==> config.mk <==
export PLATFORM = sky130hd
export DESIGN_NAME = sensor_frame_crc_check_convert_core
export DESIGN_NICKNAME = d
export VERILOG_FILES = /design/src/hw/rtl/sfcc_pkg.sv /design/src/hw/rtl/sfcc_frame.sv /design/src/hw/rtl/sfcc_convert.sv /design/src/hw/rtl/sensor_frame_crc_check_convert_core.sv
export SDC_FILE = /design/constraint.sdc
export NUM_CORES = 1
export LEC_CHECK = 0
export BUFFER_PORTS_ARGS = -buffer_cell sky130_fd_sc_hd__clkbuf_2
export CAP_MARGIN = 10
export CELL_PAD_IN_SITES_DETAIL_PLACEMENT = 0
export CELL_PAD_IN_SITES_GLOBAL_PLACEMENT = 1
export CORE_MARGIN = 2
export CORE_UTILIZATION = 35
export CTS_CLUSTER_SIZE = 16
export DETAILED_ROUTE_END_ITERATION = 16
export HOLD_SLACK_MARGIN = 0.03
export PLACE_DENSITY_LB_ADDON = 0.1
export SLEW_MARGIN = 20
export SYNTH_ARGS = -nofsm -noshare
export SYNTH_HDL_FRONTEND = slang
export SYNTH_SLANG_ARGS = --single-unit
==> constraint.sdc <==
create_clock -name clk_i -period 6.3 [get_ports clk_i]
set_clock_uncertainty 0.05 [all_clocks]
set_input_delay 0.315 -clock clk_i [delete_from_list [all_inputs] [get_ports clk_i]]
set_output_delay 0.315 -clock clk_i [all_outputs]
set_load 0.01 [all_outputs]
==> src/hw/rtl/sfcc_pkg.sv <==
package sfcc_pkg;

  // Data bytes ahead of the check byte in one reply frame (1 or 2)
  localparam int unsigned DataBytes = 2;
  localparam int unsigned PosW      = 2;

  localparam logic [7:0]  CrcPoly    = 8'h31;
  localparam logic [14:0] TempScale  = 15'd17572;
  localparam logic [15:0] TempOffset = 16'd4685;
  localparam logic [14:0] HumScale   = 15'd12500;
  localparam logic [15:0] HumOffset  = 16'd600;

  typedef enum logic {
    KIND_TEMP  = 1'b0,
    KIND_HUMID = 1'b1
  } kind_e;

  // Frame state as seen by the stage that produces results
  typedef struct packed {
    logic        is_check;
    logic [15:0] raw;
    logic [7:0]  crc;
    logic        crc_ok;
    kind_e       kind;
  } frame_t;

  // One byte of CRC-8, MSB first, unrolled
  function automatic logic [7:0] crc8_byte(logic [7:0] crc, logic [7:0] data);
    logic [7:0] c;
    c = crc ^ data;
    for (int b = 0; b < 8; b++) begin
      if (c[7]) c = {c[6:0], 1'b0} ^ CrcPoly;
      else      c = {c[6:0], 1'b0};
    end
    return c;
  endfunction

endpackage

==> src/hw/rtl/sfcc_frame.sv <==
module sfcc_frame (
  input  logic               clk_i,
  input  logic               rst_ni,
  input  logic               step_i,
  input  logic [7:0]         data_byte_i,
  input  sfcc_pkg::kind_e    kind_i,
  output sfcc_pkg::frame_t   frame_o
);
  import sfcc_pkg::*;

  logic [PosW-1:0] pos_q, pos_d;
  logic [7:0]      crc_q, crc_d;
  logic [15:0]     value_q, value_d;
  kind_e           kind_q, kind_d;

  logic        is_check;
  logic        first;
  logic [7:0]  crc_base;
  logic [15:0] value_base;

  assign is_check   = (32'(pos_q) >= DataBytes);
  assign first      = (pos_q == '0);
  assign crc_base   = first ? 8'h00 : crc_q;
  assign value_base = first ? 16'h0000 : value_q;

  always_comb begin
    pos_d   = pos_q;
    crc_d   = crc_q;
    value_d = value_q;
    kind_d  = kind_q;
    if (step_i) begin
      if (is_check) begin
        pos_d = '0;
      end else begin
        if (first) kind_d = kind_i;
        crc_d   = crc8_byte(crc_base, data_byte_i);
        value_d = {value_base[7:0], data_byte_i};
        pos_d   = pos_q + 1'b1;
      end
    end
  end

  always_ff @(posedge clk_i or negedge rst_ni) begin
    if (!rst_ni) begin
      pos_q   <= '0;
      crc_q   <= '0;
      value_q <= '0;
      kind_q  <= KIND_TEMP;
    end else begin
      pos_q   <= pos_d;
      crc_q   <= crc_d;
      value_q <= value_d;
      kind_q  <= kind_d;
    end
  end

  assign frame_o.is_check = is_check;
  assign frame_o.raw      = value_q;
  assign frame_o.crc      = crc_q;
  assign frame_o.crc_ok   = (crc_q == data_byte_i);
  assign frame_o.kind     = kind_q;

endmodule

==> src/hw/rtl/sfcc_convert.sv <==
module sfcc_convert (
  input  logic              [15:0] raw_i,
  input  sfcc_pkg::kind_e          kind_i,
  input  logic                     crc_ok_i,
  output logic                     valid_o,
  output logic signed       [14:0] converted_o
);
  import sfcc_pkg::*;

  logic [14:0] scale;
  logic [15:0] offset;
  logic [30:0] prod;
  logic [15:0] diff;

  assign valid_o = crc_ok_i && (raw_i != 16'h0000);

  assign scale  = (kind_i == KIND_HUMID) ? HumScale : TempScale;
  assign offset = (kind_i == KIND_HUMID) ? HumOffset : TempOffset;
  assign prod   = 31'(raw_i) * 31'(scale);
  assign diff   = {1'b0, prod[30:16]} - offset;

  // drop the reading to zero when it fails the CRC check or the raw value is zero
  assign converted_o = valid_o ? signed'(diff[14:0]) : 15'sd0;

endmodule

==> src/hw/rtl/sensor_frame_crc_check_convert_core.sv <==
// Channel | valid / stall          | payload
// in      | in_valid_i / in_stall_o | data_byte_i, measurement_kind_i
// out     | out_valid_o / out_stall_i | raw_value_o, computed_crc_o, crc_ok_o,
//         |                        | reading_valid_o, converted_value_o, kind_out_o
//
// One byte is taken every cycle into the input register while in_stall_o is low;
// the result of a check byte is loaded into the result register as that byte leaves.
// CRC step, assembly and the one constant multiply sit between those two.
// Data bytes leave the input register whatever the output side does; a check
// byte waits there only while the result register is full and stalled.
// Reset clears the valid flags and the frame state (position, CRC, value, kind).
module sensor_frame_crc_check_convert_core (
  input  logic               clk_i,
  input  logic               rst_ni,
  input  logic               in_valid_i,
  output logic               in_stall_o,
  input  logic [7:0]         data_byte_i,
  input  logic               measurement_kind_i,
  output logic               out_valid_o,
  input  logic               out_stall_i,
  output logic [15:0]        raw_value_o,
  output logic [7:0]         computed_crc_o,
  output logic               crc_ok_o,
  output logic               reading_valid_o,
  output logic signed [14:0] converted_value_o,
  output logic               kind_out_o
);
  import sfcc_pkg::*;

  logic       s1_valid_q;
  logic [7:0] s1_byte_q;
  kind_e      s1_kind_q;

  logic       out_valid_q;
  logic [15:0] raw_q;
  logic [7:0]  crc_q;
  logic        ok_q;
  logic        rvalid_q;
  logic signed [14:0] conv_q;
  kind_e       kind_q;

  frame_t      frame;
  logic        conv_valid;
  logic signed [14:0] conv;
  logic        out_free;
  logic        s1_go;
  logic        s1_load;

  assign out_free  = !out_valid_q || !out_stall_i;
  assign s1_go     = s1_valid_q && (!frame.is_check || out_free);
  assign in_stall_o = s1_valid_q && !s1_go;
  assign s1_load   = in_valid_i && !in_stall_o;

  sfcc_frame u_frame (
    .clk_i       (clk_i),
    .rst_ni      (rst_ni),
    .step_i      (s1_go),
    .data_byte_i (s1_byte_q),
    .kind_i      (s1_kind_q),
    .frame_o     (frame)
  );

  sfcc_convert u_convert (
    .raw_i       (frame.raw),
    .kind_i      (frame.kind),
    .crc_ok_i    (frame.crc_ok),
    .valid_o     (conv_valid),
    .converted_o (conv)
  );

  always_ff @(posedge clk_i or negedge rst_ni) begin
    if (!rst_ni) begin
      s1_valid_q  <= 1'b0;
      out_valid_q <= 1'b0;
    end else begin
      if (s1_load)     s1_valid_q <= 1'b1;
      else if (s1_go)  s1_valid_q <= 1'b0;
      if (s1_go && frame.is_check) out_valid_q <= 1'b1;
      else if (!out_stall_i)       out_valid_q <= 1'b0;
    end
  end

  always_ff @(posedge clk_i) begin
    if (s1_load) begin
      s1_byte_q <= data_byte_i;
      s1_kind_q <= kind_e'(measurement_kind_i);
    end
    if (s1_go && frame.is_check) begin
      raw_q    <= frame.raw;
      crc_q    <= frame.crc;
      ok_q     <= frame.crc_ok;
      rvalid_q <= conv_valid;
      conv_q   <= conv;
      kind_q   <= frame.kind;
    end
  end

  assign out_valid_o       = out_valid_q;
  assign raw_value_o       = raw_q;
  assign computed_crc_o    = crc_q;
  assign crc_ok_o          = ok_q;
  assign reading_valid_o   = rvalid_q;
  assign converted_value_o = conv_q;
  assign kind_out_o        = kind_q;

`ifndef SYNTH
  a_valid_needs_crc: assert property (@(posedge clk_i) disable iff (!rst_ni)
    out_valid_o && reading_valid_o |-> crc_ok_o && (raw_value_o != 16'h0000))
    else $error("reading flagged valid without a good check");

  a_invalid_zero: assert property (@(posedge clk_i) disable iff (!rst_ni)
    out_valid_o && !reading_valid_o |-> (converted_value_o == 15'sd0))
    else $error("rejected reading carries a converted value");

  a_stall_cause: assert property (@(posedge clk_i) disable iff (!rst_ni)
    in_stall_o |-> s1_valid_q && out_valid_q && out_stall_i && frame.is_check)
    else $error("input stalled without a blocked check byte");
`endif

endmodule
==> results of run 1 <==
per-stage QoR:
| step | area (sq um) | TNS, ns |
|---|---|---|
| 6_report | 11000 | -0.00518 |
| 4_1_cts | 10700 | -0.0610 |
| 3_5_place_dp | 9740 | -2.56 |
| 2_1_floorplan | 8250 | 0 |
| 3_3_place_gp | 9740 | -2.30 |
| 5_1_grt | 11000 | -1.19 |
kinds of logic (layout without fill, tap and decap cells):
logic type | Yosys count | in the layout | share of synthesized area
fa+ha+maj | 199 | 199 | 0.370
other cells | 2 | 9 | 0.000926
flops | 80 | 80 | 0.278
simple gates | 201 | 201 | 0.126
xor+xnor | 59 | 59 | 0.0637
buf+inv | 139 | 338 | 0.0653
mux | 12 | 12 | 0.0164
compound gates | 94 | 94 | 0.0789
area by class of cell:
type	count	area [sq um]
timing repair buffer	216	1540
multi-input combinational	574	6150
inverter	106	400
sequential	80	2260
clock buffer	11	254
fill	2123	11700
tap	285	357
clock inverter	5	62.6
state kept, by name (all words and copies together), names as in the netlist, 2 cells and up:
| name | flops |
|---|---|
| u_frame.crc_q | 8 |
| raw_value_o | 16 |
| computed_crc_o | 8 |
| converted_value_o | 15 |
| u_frame.value_q | 16 |
| s1_byte_q | 8 |
| u_frame.pos_q | 2 |
worst max-delay path by stage:
stage	startpoint	to	depth (start not counted)
2_1_floorplan	u_frame.kind_q	converted_value_o[13]	23
3_3_place_gp	u_frame.kind_q	converted_value_o[14]	26
3_5_place_dp	u_frame.kind_q	converted_value_o[14]	28
4_1_cts	u_frame.kind_q	converted_value_o[14]	29
5_1_grt	u_frame.kind_q	converted_value_o[13]	27
6_report	u_frame.kind_q	converted_value_o[13]	27
what timing repair did:
action,4_1_cts,5_1_grt
gates resized for setup,89,67
hold buffers,1,0
hold endpoints to repair,29,0
setup buffers,20,7
cloned,1,0
endpoints found under the setup margin,10,9
pin swaps,84,52
synthesized netlist by cell type (14+ instances only):
master / number
sky130_fd_sc_hd__ha_1: 131
sky130_fd_sc_hd__inv_1: 106
sky130_fd_sc_hd__fa_1: 68
sky130_fd_sc_hd__nand2_1: 53
sky130_fd_sc_hd__edfxtp_1: 51
sky130_fd_sc_hd__nor2_1: 42
sky130_fd_sc_hd__xnor2_1: 38
sky130_fd_sc_hd__clkbuf_1: 31
sky130_fd_sc_hd__dfrtp_1: 29
sky130_fd_sc_hd__o21ai_0: 29
sky130_fd_sc_hd__xor2_1: 21
sky130_fd_sc_hd__a21oi_1: 17
sky130_fd_sc_hd__nor2b_1: 14
worst max-delay path, delay by kind of cell, from the launching register on:
| family | cells | cell delay [ns] |
|---|---|---|
| adders and majority gates | 8 | 2.56 |
| AOI/OAI and AO/OA | 5 | 1.31 |
| and+or+nand+nor | 5 | 0.91 |
| buffers and inverters | 8 | 0.67 |
| DFF | 1 | 0.48 |
| xor gates and xnor gates | 1 | 0.14 |
metal layers:
layer / part of all wire / vias to the layer above / track usage
li1: - / 3041 / -
met1: 0.49 / 3067 / 0.252
met2: 0.48 / 66 / 0.280
met3: 0.018 / 13 / 0.0228
met4: 0.011 / 0 / 0.0419
met5: 0 / - / 0
==> flow_metrics.env, run 1 <==
export IMPL_synthTopCellsByArea="sky130_fd_sc_hd__ha_1, sky130_fd_sc_hd__edfxtp_1, sky130_fd_sc_hd__fa_1, sky130_fd_sc_hd__dfrtp_1, sky130_fd_sc_hd__inv_1"
export IMPL_netlist_instances=786
export IMPL_cp_common_cell="sky130_fd_sc_hd__ha_1"
export IMPL_critical_path_max_stage_delay_ns=0.52
export IMPL_design_core_area_sq_mm=0.0227
export IMPL_routed_wirelength_mm=20.6
export IMPL_holdCritStartpoint="data_byte_i[6]"
export IMPL_timing_critical_path_required_ns=6.44
export IMPL_groute_usage_overall=0.175
export IMPL_fmax_ghz=0.159
export IMPL_crit_arrival_ns=6.44
export IMPL_cts_max_path_buffers=2
export IMPL_final_period_utilization=1.00
export IMPL_cts_tree="built"
export IMPL_drt_wirelength_per_cell_um=16.2
export IMPL_detailedPlacementHpwl_mm=16.5
export IMPL_num_io_pins=57
export IMPL_route_detailed_drc=0
export IMPL_setup_worst_path_class="reg2reg"
export IMPL_synth_seq_area_share=0.278
export IMPL_grt_pass1_wl_mm=33.2
export IMPL_grt_pass1_vias=6397
export IMPL_start_kind="flip-flop"
export IMPL_critPathMaxFanout=8
export IMPL_synth_top_area_frac=0.202
export IMPL_postRouteAntennaNets=0
export IMPL_final_instance_count_excl_fill=1277
export IMPL_synth_edf_count=51
export IMPL_detailedRoute_firstIterationViolations=240
export IMPL_placement_io_buffers=56
export IMPL_rr_startpoint="u_frame.kind_q"
export IMPL_antenna_found_initial=0
export IMPL_min_to="s1_byte_q[6]"
export IMPL_place_inst=1234
export IMPL_antenna_cells_inserted=0
export IMPL_mostFrequentLayoutCells="sky130_fd_sc_hd__buf_4, sky130_fd_sc_hd__ha_1, sky130_fd_sc_hd__inv_1"
export IMPL_final_hold_worst_slack_ns=0.0888
export IMPL_rows=55
export IMPL_final_common_cell="sky130_fd_sc_hd__buf_4"
export IMPL_finalWorstPathRequiredPeriod_ns=6.31
export IMPL_maxCapViolations=0
export IMPL_cts_inserted_buffers=9
export IMPL_htreeDepth=3
export IMPL_avgViaCountPerCell=4.84
export IMPL_status="finished with violations"
export IMPL_overflow=0
export IMPL_maximum_number_of_pins_on_one_net_before_global_route_repair=40
export IMPL_hold_viol=0
export IMPL_clkSinkCount=80
export IMPL_ys_warn_count=0
export IMPL_cts_root_buffer="sky130_fd_sc_hd__clkbuf_16"
export IMPL_die_area_sq_mm=0.0244
export IMPL_detailedPlace_worstSlack_ns=-0.470
export IMPL_postSynth_topFlopCell="sky130_fd_sc_hd__edfxtp_1"
export IMPL_reg2reg_capture_point="converted_value_o[13]"
export IMPL_gp_routability_congestion=0.836
export IMPL_worst_slew_margin_rel=0.441
export IMPL_area_growth_pct=35.9
export IMPL_holdCritPathClass="in2reg"
export IMPL_min_path_cells=1
export IMPL_initial_core_utilization=0.357
export IMPL_setup_violations=1
export IMPL_grt_setup_unrepaired="yes"
export IMPL_synth_area_per_cell_sq_um=10.3
export IMPL_synth_cell_area_sq_mm=0.00811
export IMPL_setup_reg_to_reg_worst_slack_ns=-0.005
export IMPL_r2r_cells=27
export IMPL_drv_slew=0
export IMPL_cp_slowest_cell="sky130_fd_sc_hd__fa_1"
export IMPL_dr_total_vias=6187
export IMPL_netlist_cell_type_count=59
export IMPL_synth_seq_cells=80
export IMPL_die_x_um=156
export IMPL_fin_util=0.485
export IMPL_drive_above_1_share=0.377
export IMPL_cts_reportedPaths_clkPinSlew_ns=0.06
export IMPL_endpoint_kind="flip-flop"
export IMPL_worstMarginPinSlew_ns=0.837
export IMPL_first_pass_iters=4
export IMPL_nNetsFinal=1199
export IMPL_setup_slack_ns=-0.00518
export IMPL_die_span_in_y_um=156
export IMPL_synth_largest_area_cell="sky130_fd_sc_hd__ha_1"
export IMPL_violations="setup timing"
export IMPL_worstSkewPairLatency_ns=0.35
export IMPL_synth_async_reset_ratio=0.363
Power of run 1 is left out: the tool's default activity adds up to more than one toggle a clock period on the data nets, which glitch-free logic cannot reach.
==> run 2, diff against run 1 <==
--- a/config.mk
+++ b/config.mk
@@ -5,6 +5,7 @@
 export SDC_FILE = /design/constraint.sdc
 export NUM_CORES = 1
 export LEC_CHECK = 0
+export ABC_AREA = 1
 export BUFFER_PORTS_ARGS = -buffer_cell sky130_fd_sc_hd__clkbuf_2
 export CAP_MARGIN = 10
 export CELL_PAD_IN_SITES_DETAIL_PLACEMENT = 0
@@ -13,6 +14,7 @@
 export CORE_UTILIZATION = 35
 export CTS_CLUSTER_SIZE = 16
 export DETAILED_ROUTE_END_ITERATION = 16
+export GPL_TIMING_DRIVEN = 1
 export HOLD_SLACK_MARGIN = 0.03
 export PLACE_DENSITY_LB_ADDON = 0.1
 export SLEW_MARGIN = 20
==> flow_metrics.env, run 2 <==
export IMPL_yosys_area_share_adder=0.353
export IMPL_die_x_um=160
export IMPL_setup_reg_to_reg_worst_slack_ns=0.22
export IMPL_netlist_cell_type_count=42
export IMPL_detailedPlacementHpwl_mm=18.4
export IMPL_area_of_the_multi_input_gates_sq_mm=0.00578
export IMPL_route_detailed_drc=0
export IMPL_setup_worst_path_start="u_frame.kind_q"
export IMPL_drt_wirelength_per_cell_um=15.4
export IMPL_worstSkewPairLatency_ns=0.35
export IMPL_overflow=0
export IMPL_muxShareOfSynthArea=0
export IMPL_synth_xor_xnor_area_share=0.0317
export IMPL_initial_core_utilization=0.360
export IMPL_netlist_instances=987
export IMPL_register_area_sq_mm=0.00226
export IMPL_ys_warn_count=0
export IMPL_grt_pass1_wl_mm=34.9
export IMPL_gp_routability_congestion=0.837
export IMPL_postRouteAntennaNets=0
export IMPL_synth_edf_count=51
export IMPL_maxCapViolations=0
export IMPL_antenna_found_initial=0
export IMPL_r2r_cells=26
export IMPL_area_growth_pct=21.1
export IMPL_critPathCapture="converted_value_o[14]"
export IMPL_num_io_pins=57
export IMPL_die_span_in_y_um=160
export IMPL_fillcell_total=2438
export IMPL_finalWorstPathRequiredPeriod_ns=6.08
export IMPL_synth_cells_most_frequent="sky130_fd_sc_hd__inv_1, sky130_fd_sc_hd__nand2_1, sky130_fd_sc_hd__ha_1"
export IMPL_synth_seq_area_share=0.266
export IMPL_synth_cell_area_sq_mm=0.00849
export IMPL_synth_seq_cells=80
export IMPL_antenna_cells_inserted=0
export IMPL_cts_max_path_buffers=2
export IMPL_worstMarginPinSlew_ns=0.752
export IMPL_final_common_cell="sky130_fd_sc_hd__inv_1"
export IMPL_drive_above_1_share=0.211
export IMPL_synth_largest_area_cell="sky130_fd_sc_hd__ha_1"
export IMPL_cts_root_buffer="sky130_fd_sc_hd__clkbuf_16"
export IMPL_start_kind="flip-flop"
export IMPL_yosysMostFrequentCell="sky130_fd_sc_hd__inv_1"
export IMPL_synth_compound_area_share=0.0657
export IMPL_detailedPlace_worstSlack_ns=-0.127
export IMPL_setup_violations=0
export IMPL_synth_top_area_frac=0.193
export IMPL_cts_tree="built"
export IMPL_worst_slew_margin_rel=0.498
export IMPL_hold_viol=0
export IMPL_maximum_number_of_pins_on_one_net_before_global_route_repair=32
export IMPL_timing_critical_path_required_ns=6.36
export IMPL_routed_wirelength_mm=21.9
export IMPL_final_period_utilization=0.965
export IMPL_detailedRoute_firstIterationViolations=313
export IMPL_cts_inserted_buffers=9
export IMPL_synth_async_reset_ratio=0.363
export IMPL_nNetsFinal=1313
export IMPL_htreeDepth=3
export IMPL_grt_pass1_vias=6404
export IMPL_setup_worst_path_class="reg2reg"
export IMPL_mostFrequentLayoutCells="sky130_fd_sc_hd__inv_1, sky130_fd_sc_hd__nand2_1, sky130_fd_sc_hd__ha_1"
export IMPL_dr_total_vias=6547
export IMPL_crit_arrival_ns=6.14
export IMPL_met3WireLength_um=525
export IMPL_holdCritPathClass="in2reg"
export IMPL_avgViaCountPerCell=4.59
export IMPL_first_pass_iters=5
export IMPL_placement_io_buffers=56
export IMPL_endpoint_kind="flip-flop"
export IMPL_clkSinkCount=80
export IMPL_design_core_area_sq_mm=0.0236
export IMPL_synth_simple_area_share=0.182
export IMPL_met2RoutedLength_mm=9.42
export IMPL_fmax_ghz=0.165
export IMPL_setup_slack_ns=0.223
export IMPL_drv_slew=0
export IMPL_rows=56
export IMPL_dominant_combinational_cell_family_by_area_after_synthesis="adder cells"
export IMPL_highest_layer="met4"
export IMPL_status="finished clean"
export IMPL_met1_length_mm=11.7
export IMPL_postSynth_topFlopCell="sky130_fd_sc_hd__edfxtp_1"
export IMPL_cts_reportedPaths_clkPinSlew_ns=0.07
export IMPL_critPathMaxFanout=8
export IMPL_synthTopCellsByArea="sky130_fd_sc_hd__ha_1, sky130_fd_sc_hd__edfxtp_1, sky130_fd_sc_hd__fa_1, sky130_fd_sc_hd__inv_1, sky130_fd_sc_hd__dfrtp_1"
export IMPL_groute_usage_overall=0.175
export IMPL_reg2reg_capture_point="converted_value_o[14]"
export IMPL_rr_startpoint="u_frame.kind_q"
export IMPL_die_area_sq_mm=0.0255
export IMPL_synth_area_per_cell_sq_um=8.60
-- run 2: cell types whose count changed after synthesis, moves of 13 or more --
cell                      change
sky130_fd_sc_hd__xnor2_1     -23
sky130_fd_sc_hd__a21oi_1     +16
sky130_fd_sc_hd__nand2_1    +134
sky130_fd_sc_hd__o21ai_0     +15
sky130_fd_sc_hd__nor2_1      +32
sky130_fd_sc_hd__inv_1       +89
sky130_fd_sc_hd__nand3_1     +27
sky130_fd_sc_hd__nand2_2     +13
sky130_fd_sc_hd__nor2b_1     -14
-- run 2: per-stage QoR --
stage	hold WS (ns)	std cells	TNS, ns	cell area [sq um]	util
3_5_place_dp	0.369	1401	-0.167	9520	0.403
4_1_cts	0.0786	1419	0	9870	0.418
3_3_place_gp	0.386	1401	-0.225	9520	0.403
6_report	0.0909	1425	0	10300	0.436
2_1_floorplan	-0.0306	994	0	8520	-
5_1_grt	0.0860	1425	-0.178	10300	0.436
-- run 2: logic make-up (layout without fill, tap and decap cells) --
group,Yosys count,after routing
other,2,9
XOR/XNOR,29,29
buffers and inverters,225,337
AO/OA/AOI/OAI,102,102
adder cells (fa/ha/maj),199,199
AND/OR/NAND/NOR,350,350
flip-flops,80,80
-- run 2: area by class of cell --
cell class | count | area share
Multi-Input combinational cell | 689 | 0.562
Clock inverter | 6 | 0.00487
Timing Repair Buffer | 122 | 0.0792
Inverter | 199 | 0.0726
Tap cell | 319 | 0.0388
Clock buffer | 10 | 0.0232
Sequential cell | 80 | 0.220
-- run 2: worst min path at each step --
stage / from / endpoint / depth (start not counted)
after detailed placement: rst_ni / u_frame.crc_q[0] / 1
after global routing: data_byte_i[7] / s1_byte_q[7] / 1
after floorplan: rst_ni / out_valid_o / 0
after global placement: rst_ni / u_frame.crc_q[0] / 1
final: data_byte_i[1] / s1_byte_q[1] / 1
after CTS: data_byte_i[0] / s1_byte_q[0] / 1
-- run 2: worst max-delay path, stage by stage (launching register included) --
cell and delay [ns]:
sky130_fd_sc_hd__dfrtp_2 0.44, sky130_fd_sc_hd__buf_8 0.16, sky130_fd_sc_hd__inv_1 0.07, sky130_fd_sc_hd__nand2_2 0.10, sky130_fd_sc_hd__nand2_2 0.07, sky130_fd_sc_hd__ha_1 0.30, sky130_fd_sc_hd__fa_1 0.51, sky130_fd_sc_hd__fa_1 0.52
sky130_fd_sc_hd__fa_1 0.52, sky130_fd_sc_hd__fa_1 0.49, sky130_fd_sc_hd__ha_1 0.31, sky130_fd_sc_hd__ha_2 0.33, sky130_fd_sc_hd__nand2_1 0.20, sky130_fd_sc_hd__o21bai_2 0.10, sky130_fd_sc_hd__a31oi_2 0.25, sky130_fd_sc_hd__nand2_2 0.09
sky130_fd_sc_hd__nand4_1 0.08, sky130_fd_sc_hd__o211ai_1 0.11, sky130_fd_sc_hd__xor2_1 0.18, sky130_fd_sc_hd__ha_2 0.39, sky130_fd_sc_hd__nand3_2 0.11, sky130_fd_sc_hd__nor2_4 0.11, sky130_fd_sc_hd__nand3_1 0.08, sky130_fd_sc_hd__nand2_1 0.06
sky130_fd_sc_hd__inv_1 0.05, sky130_fd_sc_hd__a21oi_2 0.11, sky130_fd_sc_hd__nor2_1 0.05
-- run 2: timing repair --
| item | CTS | global route |
|---|---|---|
| endpoints found under the hold margin | 29 | 0 |
| resized for setup | 10 | 70 |
| setup buffers | 1 | 5 |
| cloned | 0 | 1 |
| hold buffers | 1 | 0 |
| endpoints found under the setup margin | 2 | 11 |
| pin swaps | 1 | 33 |
-- run 2: routing by layer --
metal  GRT usage  vias up
li1            -     3362
met1       0.278     3079
met2       0.249       89
met3      0.0190       17
met4      0.0426        0
met5           0        -
Power of run 2 is left out for the same reason.
==> run 3, diff against run 2 <==
--- a/config.mk
+++ b/config.mk
@@ -6,7 +6,6 @@
 export NUM_CORES = 1
 export LEC_CHECK = 0
 export ABC_AREA = 1
-export BUFFER_PORTS_ARGS = -buffer_cell sky130_fd_sc_hd__clkbuf_2
 export CAP_MARGIN = 10
 export CELL_PAD_IN_SITES_DETAIL_PLACEMENT = 0
 export CELL_PAD_IN_SITES_GLOBAL_PLACEMENT = 1
@@ -14,6 +13,7 @@
 export CORE_UTILIZATION = 35
 export CTS_CLUSTER_SIZE = 16
 export DETAILED_ROUTE_END_ITERATION = 16
+export DONT_BUFFER_PORTS = 1
 export GPL_TIMING_DRIVEN = 1
 export HOLD_SLACK_MARGIN = 0.03
 export PLACE_DENSITY_LB_ADDON = 0.1
==> flow_metrics.env, run 3 (synthesized netlist as in run 2, its figures left out) <==
export IMPL_status="finished clean"
export IMPL_die_area_sq_mm=0.0255
export IMPL_worst_slew_margin_rel=0.507
export IMPL_cts_tree="built"
export IMPL_avgViaCountPerCell=4.71
export IMPL_dr_total_vias=6533
export IMPL_antenna_cells_inserted=0
export IMPL_cts_root_buffer="sky130_fd_sc_hd__clkbuf_16"
export IMPL_clkSinkCount=80
export IMPL_drive_above_1_share=0.178
export IMPL_route_detailed_drc=0
export IMPL_first_pass_iters=4
export IMPL_final_instance_count_excl_fill=1388
export IMPL_detailedRoute_firstIterationViolations=390
export IMPL_initial_core_utilization=0.360
export IMPL_cts_inserted_buffers=9
export IMPL_register_area_sq_mm=0.00226
export IMPL_finalWorstPathRequiredPeriod_ns=5.98
export IMPL_holdCritPathClass="in2reg"
export IMPL_setup_violations=0
export IMPL_fmax_ghz=0.167
export IMPL_grt_pass1_wl_mm=34.4
export IMPL_timing_critical_path_required_ns=6.35
export IMPL_cts_max_path_buffers=2
export IMPL_place_inst=1349
export IMPL_hold_viol=0
export IMPL_critPathMaxFanout=8
export IMPL_die_x_um=160
export IMPL_fillcell_total=2387
export IMPL_drt_wirelength_per_cell_um=15.9
export IMPL_setup_worst_path_class="reg2reg"
export IMPL_groute_usage_overall=0.173
export IMPL_endpoint_kind="flip-flop"
export IMPL_die_span_in_y_um=160
export IMPL_overflow=0
export IMPL_cts_reportedPaths_clkPinSlew_ns=0.07
export IMPL_mostFrequentLayoutCells="sky130_fd_sc_hd__inv_1, sky130_fd_sc_hd__nand2_1, sky130_fd_sc_hd__ha_1"
export IMPL_start_kind="flip-flop"
export IMPL_maximum_number_of_pins_on_one_net_before_global_route_repair=32
export IMPL_postRouteAntennaNets=0
export IMPL_maxCapViolations=0
export IMPL_area_growth_pct=21.1
export IMPL_antenna_found_initial=0
export IMPL_final_common_cell="sky130_fd_sc_hd__inv_1"
export IMPL_num_io_pins=57
export IMPL_drv_slew=0
export IMPL_nNetsFinal=1276
export IMPL_worstMarginPinSlew_ns=0.737
export IMPL_placement_io_buffers=0
export IMPL_detailedPlacementHpwl_mm=18.4
export IMPL_design_core_area_sq_mm=0.0236
export IMPL_rows=56
export IMPL_area_of_the_multi_input_gates_sq_mm=0.00582
export IMPL_final_period_utilization=0.949
export IMPL_routed_wirelength_mm=22.1
export IMPL_htreeDepth=3
export IMPL_worstSkewPairLatency_ns=0.34
export IMPL_grt_pass1_vias=6135
export IMPL_gp_routability_congestion=0.839
export IMPL_crit_arrival_ns=6.03
-- run 3: metal layers --
metal / up-vias / wire (um) / track usage
met3: 9 / 710 / 0.0174
met1: 3132 / 11800 / 0.278
met5: - / 0 / 0
met2: 107 / 9410 / 0.249
li1: 3285 / - / -
met4: 0 / 149 / 0.0285
-- run 3: layout make-up --
| type | instances | share of cell area |
|---|---|---|
| Tap cell | 319 | 0.0388 |
| Clock inverter | 6 | 0.00889 |
| Sequential cell | 80 | 0.220 |
| Clock buffer | 10 | 0.0223 |
| Inverter | 199 | 0.0727 |
| Timing Repair Buffer | 85 | 0.0717 |
| Multi-Input combinational cell | 689 | 0.566 |
-- run 3: final timing paths --
check | end | startpoint | cells past startpoint | slack (ns)
hold / removal | out_valid_o | out_stall_i | 2 | 0.04
setup reg to reg | converted_value_o[13] | u_frame.kind_q | 27 | 0.32
max in group asynchronous | u_frame.kind_q | rst_ni | 2 | 5.64
min in group asynchronous | u_frame.crc_q[1] | rst_ni | 2 | 0.35
hold reg to reg | computed_crc_o[5] | u_frame.crc_q[5] | 0 | 0.43
setup / recovery | converted_value_o[13] | u_frame.kind_q | 27 | 0.32
-- run 3: per-stage QoR --
step                      setup TNS [ns]  instance area [sq um]  hold slack [ns]  setup slack [ns]   util
after global routing             -0.0759                  10300           0.0662           -0.0293  0.435
after detailed placement          -0.123                   9280          -0.0299           -0.0831  0.393
final                                  0                  10300           0.0438             0.322  0.435
after global placement           -0.0444                   9280          -0.0298           -0.0444  0.393
after floorplan                        0                   8520          -0.0306            0.0254      -
after CTS                              0                   9740           0.0321           0.00474  0.412
-- run 3: worst max-delay path: stages (launching register included) --
cell and delay [ns]:
sky130_fd_sc_hd__dfrtp_2 0.48, sky130_fd_sc_hd__buf_12 0.17, sky130_fd_sc_hd__nand2_1 0.06, sky130_fd_sc_hd__inv_2 0.07, sky130_fd_sc_hd__nor2_2 0.10, sky130_fd_sc_hd__inv_1 0.05
sky130_fd_sc_hd__ha_1 0.29, sky130_fd_sc_hd__fa_1 0.50, sky130_fd_sc_hd__inv_1 0.05, sky130_fd_sc_hd__fa_1 0.48, sky130_fd_sc_hd__fa_1 0.56, sky130_fd_sc_hd__inv_1 0.05
sky130_fd_sc_hd__fa_1 0.52, sky130_fd_sc_hd__ha_4 0.21, sky130_fd_sc_hd__ha_4 0.26, sky130_fd_sc_hd__a21oi_4 0.15, sky130_fd_sc_hd__o21ai_1 0.08, sky130_fd_sc_hd__a31oi_2 0.18
sky130_fd_sc_hd__nand2_2 0.08, sky130_fd_sc_hd__nand4_1 0.08, sky130_fd_sc_hd__o211ai_1 0.11, sky130_fd_sc_hd__xor2_1 0.16, sky130_fd_sc_hd__ha_1 0.37, sky130_fd_sc_hd__nand2_1 0.10
sky130_fd_sc_hd__nor2_2 0.17, sky130_fd_sc_hd__nand3_2 0.12, sky130_fd_sc_hd__a21oi_2 0.14, sky130_fd_sc_hd__nor2_1 0.06
-- run 3: repair_timing --
item                                    in CTS  in global routing
gates cloned                                 0                  3
pin swaps                                    1                 29
gates resized for setup                      3                 78
hold buffers                                11                  1
endpoints found under the hold margin       38                  1
endpoints found under the setup margin       2                 11
buffers inserted                             1                  7
Power of run 3 is left out for the same reason.
